### src/rtl/cbag_pkg.sv
// ----------------------------------------------------------------------------
// cbag_pkg
// Shared types, constants and square-stepping functions for the chess
// attack generator: piece kinds, ray directions and the pipeline item.
// ----------------------------------------------------------------------------
package cbag_pkg;

  localparam int SQ_W      = 6;
  localparam int BOARD_W   = 64;
  localparam int NUM_DIRS  = 8;
  // longest ray on the board is seven squares, one cell per square
  localparam int NUM_CELLS = 7;

  typedef enum logic [2:0] {
    MODE_WPAWN  = 3'd0,
    MODE_BPAWN  = 3'd1,
    MODE_KNIGHT = 3'd2,
    MODE_KING   = 3'd3,
    MODE_BISHOP = 3'd4,
    MODE_ROOK   = 3'd5,
    MODE_QUEEN  = 3'd6,
    MODE_NONE   = 3'd7
  } mode_t;

  typedef enum logic [2:0] {
    DIR_N  = 3'd0,
    DIR_S  = 3'd1,
    DIR_E  = 3'd2,
    DIR_W  = 3'd3,
    DIR_NE = 3'd4,
    DIR_NW = 3'd5,
    DIR_SE = 3'd6,
    DIR_SW = 3'd7
  } dir_t;

  typedef struct packed {
    logic                               ok;
    logic [SQ_W-1:0]                    sq;
  } step_t;

  typedef struct packed {
    logic                               valid;
    logic [BOARD_W-1:0]                 occ;
    logic [BOARD_W-1:0]                 attacks;
    logic [NUM_DIRS-1:0]                act;
    logic [NUM_DIRS-1:0][SQ_W-1:0]      pos;
  } item_t;

  // one step along a ray, ok low when it would leave the board
  function automatic step_t step_sq(input logic [SQ_W-1:0] sq, input dir_t dir);
    step_t       s;
    logic [2:0]  r;
    logic [2:0]  f;
    r = sq[5:3];
    f = sq[2:0];
    case (dir)
      DIR_N: begin
        s.ok = (r != 3'd7);
        s.sq = sq + 6'd8;
      end
      DIR_S: begin
        s.ok = (r != 3'd0);
        s.sq = sq - 6'd8;
      end
      DIR_E: begin
        s.ok = (f != 3'd7);
        s.sq = sq + 6'd1;
      end
      DIR_W: begin
        s.ok = (f != 3'd0);
        s.sq = sq - 6'd1;
      end
      DIR_NE: begin
        s.ok = (r != 3'd7) && (f != 3'd7);
        s.sq = sq + 6'd9;
      end
      DIR_NW: begin
        s.ok = (r != 3'd7) && (f != 3'd0);
        s.sq = sq + 6'd7;
      end
      DIR_SE: begin
        s.ok = (r != 3'd0) && (f != 3'd7);
        s.sq = sq - 6'd7;
      end
      DIR_SW: begin
        s.ok = (r != 3'd0) && (f != 3'd0);
        s.sq = sq - 6'd9;
      end
      default: begin
        s.ok = 1'b0;
        s.sq = sq;
      end
    endcase
    return s;
  endfunction

  // attack set of the leaping pieces, zero for sliders and the unused kind
  function automatic logic [BOARD_W-1:0] leap_set(input mode_t mode,
                                                  input logic [SQ_W-1:0] sq);
    logic [BOARD_W-1:0] set;
    int                 r;
    int                 f;
    int                 nr;
    int                 nf;
    int                 dr [8];
    int                 df [8];
    int                 n;
    set = '0;
    r   = int'(sq[5:3]);
    f   = int'(sq[2:0]);
    n   = 0;
    dr  = '{0, 0, 0, 0, 0, 0, 0, 0};
    df  = '{0, 0, 0, 0, 0, 0, 0, 0};
    case (mode)
      MODE_WPAWN: begin
        dr = '{-1, -1, 0, 0, 0, 0, 0, 0};
        df = '{1, -1, 0, 0, 0, 0, 0, 0};
        n  = 2;
      end
      MODE_BPAWN: begin
        dr = '{1, 1, 0, 0, 0, 0, 0, 0};
        df = '{1, -1, 0, 0, 0, 0, 0, 0};
        n  = 2;
      end
      MODE_KNIGHT: begin
        dr = '{1, 1, -1, -1, 2, 2, -2, -2};
        df = '{2, -2, 2, -2, 1, -1, 1, -1};
        n  = 8;
      end
      MODE_KING: begin
        dr = '{1, 1, 1, 0, 0, -1, -1, -1};
        df = '{-1, 0, 1, -1, 1, -1, 0, 1};
        n  = 8;
      end
      default: n = 0;
    endcase
    for (int i = 0; i < 8; i++) begin
      nr = r + dr[i];
      nf = f + df[i];
      if ((i < n) && (nr >= 0) && (nr <= 7) && (nf >= 0) && (nf <= 7)) begin
        set[6'(nr * 8 + nf)] = 1'b1;
      end
    end
    return set;
  endfunction

endpackage

### src/rtl/cbag_entry.sv
// ----------------------------------------------------------------------------
// cbag_entry
// Head of the cell chain: registers a query, fills in the leaper set and
// launches one ray frontier per sliding direction the piece uses.
// ----------------------------------------------------------------------------
module cbag_entry (
  input  logic                             clk,
  input  logic                             rst,
  input  logic                             load,
  input  logic [2:0]                       mode,
  input  logic [cbag_pkg::SQ_W-1:0]        square,
  input  logic [cbag_pkg::BOARD_W-1:0]     occupancy,
  output cbag_pkg::item_t                  item
);

  cbag_pkg::item_t item_next;
  cbag_pkg::mode_t kind;
  cbag_pkg::step_t first;
  logic            rook_en;
  logic            bish_en;

  always_comb begin
    kind    = cbag_pkg::mode_t'(mode);
    rook_en = (kind == cbag_pkg::MODE_ROOK) || (kind == cbag_pkg::MODE_QUEEN);
    bish_en = (kind == cbag_pkg::MODE_BISHOP) || (kind == cbag_pkg::MODE_QUEEN);
    item_next.valid   = load;
    item_next.occ     = occupancy;
    item_next.attacks = cbag_pkg::leap_set(kind, square);
    first             = '0;
    for (int d = 0; d < cbag_pkg::NUM_DIRS; d++) begin
      first = cbag_pkg::step_sq(square, cbag_pkg::dir_t'(3'(d)));
      // orthogonal directions sit in the low half
      item_next.act[d] = first.ok && ((d < 4) ? rook_en : bish_en);
      item_next.pos[d] = first.sq;
    end
  end

  always_ff @(posedge clk) begin
    if (rst) begin
      item.valid <= 1'b0;
    end else begin
      item.valid <= item_next.valid;
    end
    item.occ     <= item_next.occ;
    item.attacks <= item_next.attacks;
    item.act     <= item_next.act;
    item.pos     <= item_next.pos;
  end

endmodule

### config.mk
export PLATFORM = sky130hd
export DESIGN_NAME = cbag_entry
export DESIGN_NICKNAME = d
export VERILOG_FILES = /design/src/rtl/cbag_pkg.sv /design/src/rtl/cbag_entry.sv
export SDC_FILE = /design/constraint.sdc
export NUM_CORES = 1
export LEC_CHECK = 0
export ABC_AREA = 1
export BUFFER_PORTS_ARGS = -buffer_cell sky130_fd_sc_hd__buf_2
export CORE_ASPECT_RATIO = 2
export CORE_MARGIN = 2
export CORE_UTILIZATION = 49
export DETAILED_ROUTE_END_ITERATION = 16
export PLACE_DENSITY_LB_ADDON = 0.08
export SETUP_SLACK_MARGIN = 0.4
export SLEW_MARGIN = 15
export SYNTH_ARGS = -nofsm -noshare
export SYNTH_HDL_FRONTEND = slang
export SYNTH_SLANG_ARGS = --single-unit
### constraint.sdc
create_clock -name clk -period 5 [get_ports clk]
set_input_delay 1 -clock clk [delete_from_list [all_inputs] [get_ports clk]]
set_output_delay 1 -clock clk [all_outputs]
set_load 0.05 [all_outputs]
==> flow_summary.yaml <==
routing:
  routedWlPerCell_um: 19.04
  drc_errors: 0
  vias: 10223
  routed_wl_um: 36450
  vias_per_cell: 5.341
  ant_nets: 0
  first_iter_violations: 930
  dr.pass1.iters: 6
sta:
  finalMaxSlewViolations: 0
  max_slew_margin: 0.4324
  finalCritPeriodShare: 0.8531
  holdWs_ns: 0.6511
  finalSetupViolCount: 0
  worst_pin_slew_ns: 0.8482
  period_needed_ns: 4.265
  grt_setup_unrepaired: "no"
  tns_ns: 0
  clock.fmax_mhz: 234.4
  hold_viol: 0
layout:
  top_register: "item"
  diodes: 0
  fillerInstances: 1969
  top_regs: "item x166"
  fin_nets: 1847
  largest_reg_flops: 166
  drive_gt1_frac: 0.2107
  instances_no_fill: 1914
  area_delta_synth_final_pct: 23.04
floorplan:
  ioPinCount: 261
  die_h_um: 205.9
  rows: 73
  core_mm2: 0.01991
  die_w_um: 104.9
  die_area_mm2: 0.02160
  start_util: 0.5014
job:
  max_cap_viol_count: 0
clocking:
  postCtsSetupBuffers: 0
  cts_sinks: 166
  cts-root-buf: "clkbuf_16"
  cts.clk_slew.worst_paths_ns: 0.07
  ctsHtreeMaxLevel: 4
  clock_path_buffers: 2
  numCtsBuffers: 17
  cts_tree: "built"
placement:
  numPortBuffers: 260
  routabilityCongestion: 1.016
  dp_hpwl_um: 28870
  place_inst: 1882
synth:
  ys.flop_type: "dfxtp_1"
  yosys-top-cells-area: "dfxtp_1 33%, ha_1 15%, nor2_1 11%, nand4_1 7.6%, nand2_1 7.1%"
  synth_top_area_frac: 0.3329
  yosysWarningCount: 0
  synthTopCellsByCount: "305 x nor2_1, 188 x nand2_1, 166 x dfxtp_1, 145 x inv_1, 130 x nand3_1"
  ys_seq_area_frac: 0.3329
  syn_area_mm2: 0.009983
  synth_edf_count: 0
  synth.distinct_cells: 35
  synth_top_area_cell: "dfxtp_1"
  synthArstFlopShare: 0
  synth_cells: 1348
  yosys.cell_count.top_type: "nor2_1"
  synth_seq_cells: 166
  avgSynthCellArea_um2: 7.406
critical_path:
  worstPathMaxFanout: 22
  endpoint_kind: "register"
  critPathRequiredTime_ns: 5.38
  crit_start: "mode[2]"
  crit_type: "in -> reg"
  start_kind: "input pin"
  worstPathArrival_ns: 4.65
min_path:
  min_from: "occupancy[29]"
  holdPathStages: 1
  worstHoldPathType: "in -> reg"
power:
  power_density_mw_per_mm2: 311.1
  peakVddDrop_mv: 0.3519
  p_leak_nw: 6.513
global_routing:
  grt-ovfl-total: 0
  antenna_found_initial: 0
  track_usage: 0.3354
  grt_pass1_wl_um: 54230
  grt_max_degree: 33
  grt_pass1_vias: 9773
outcome:
  outcome: "finished clean"
-- repair_timing --
action,in CTS,in global routing
resized for setup,0,3
endpoints found under the hold margin,0,0
hold buffers,0,0
setup endpoints to repair,0,1
-- layout by cell type, fill, tap and decap left out, drive strengths merged --
master    synthesis  final
clkinvlp          0      3
nor3              8      8
nand2           189    189
inv             148    153
xor2             17     17
buf              33    285
clkinv            0      6
a21o              1      1
fa               14     14
or2               8      8
nand3           136    136
nor2            313    313
conb              1     32
o21ai             6      6
and2              2      2
clkbuf           11     17
ha              118    118
bufinv            0      1
nand4           121    121
nor3b             1      1
dfxtp           166    166
a21oi            32     32
nand3b           10     10
and3              1      1
xnor2            12     12
-- per-layer routing --
metal	wire [um]	GRT usage	share of wire	vias up
li1	-	-	-	4969
met1	11480	0.3086	0.31	4539
met2	19120	0.6343	0.52	557
met3	2514	0.05676	0.069	158
met4	3342	0.2738	0.092	0
met5	0	0	0	-
-- kinds of logic (layout without fill, tap and decap cells) --
| family | count (synthesis) | after routing | synth area share |
|---|---|---|---|
| and+or+nand+nor | 789 | 789 | 0.3622 |
| buffers and inverters | 192 | 465 | 0.08334 |
| DFF | 166 | 166 | 0.3329 |
| adders and majority gates | 132 | 132 | 0.1760 |
| AOI/OAI and AO/OA | 39 | 39 | 0.01980 |
| xor gates and xnor gates | 29 | 29 | 0.02544 |
| other | 1 | 32 | 0.0003756 |
-- critical path, stage by stage --
cell	delay (ns)
buf_2	0.15
inv_4	0.12
nand2_4	0.11
inv_6	0.19
ha_1	0.32
inv_1	0.11
a21oi_1	0.08
nand2_1	0.16
inv_1	0.07
ha_1	0.30
inv_1	0.06
ha_1	0.20
fa_1	0.43
xnor2_1	0.17
nand2_1	0.07
nand2_1	0.09
nand2_1	0.07
nor2_1	0.49
nand4_1	0.22
nand2_1	0.12
nor2_1	0.05
nand2_1	0.05
-- path summary, 6_finish.rpt --
kind | end | slack, ns
worst max-delay path | item[64] | 0.73
worst min-delay path | item[149] | 0.65
-- per-stage QoR --
step / total power, mW / worst slack [ns] / util / cell area [um^2]
after detailed placement: 2.498 / 0.2686 / 0.5857 / 11660
after CTS: 3.830 / 0.7325 / 0.6163 / 12270
after global routing: 3.984 / 0.4376 / 0.6169 / 12280
after floorplan: 2.198 / 0.4839 / - / 10100
after global placement: 2.491 / 0.3053 / 0.5857 / 11660
final: 3.822 / 0.7345 / 0.6169 / 12280
-- cell type report --
cell class                      count  area (um^2)  share of cell area
Clock buffer                       17        425.4             0.03463
Multi-Input combinational cell   1021         5954              0.4848
Tap cell                          262        327.8             0.02669
Inverter                          148        566.8             0.04614
Sequential cell                   166         3323              0.2706
Timing Repair Buffer              285         1501              0.1222
Clock inverter                     15        183.9             0.01497
-- report_power, final --
part,internal (mW),leakage [nW],switching [mW]
clock,0.716,0.291,0.619
combinational,0.260,4.83,0.816
sequential,1.39,1.39,0.0194
total,2.37,6.51,1.45
(Power assumes the default switching activity.)
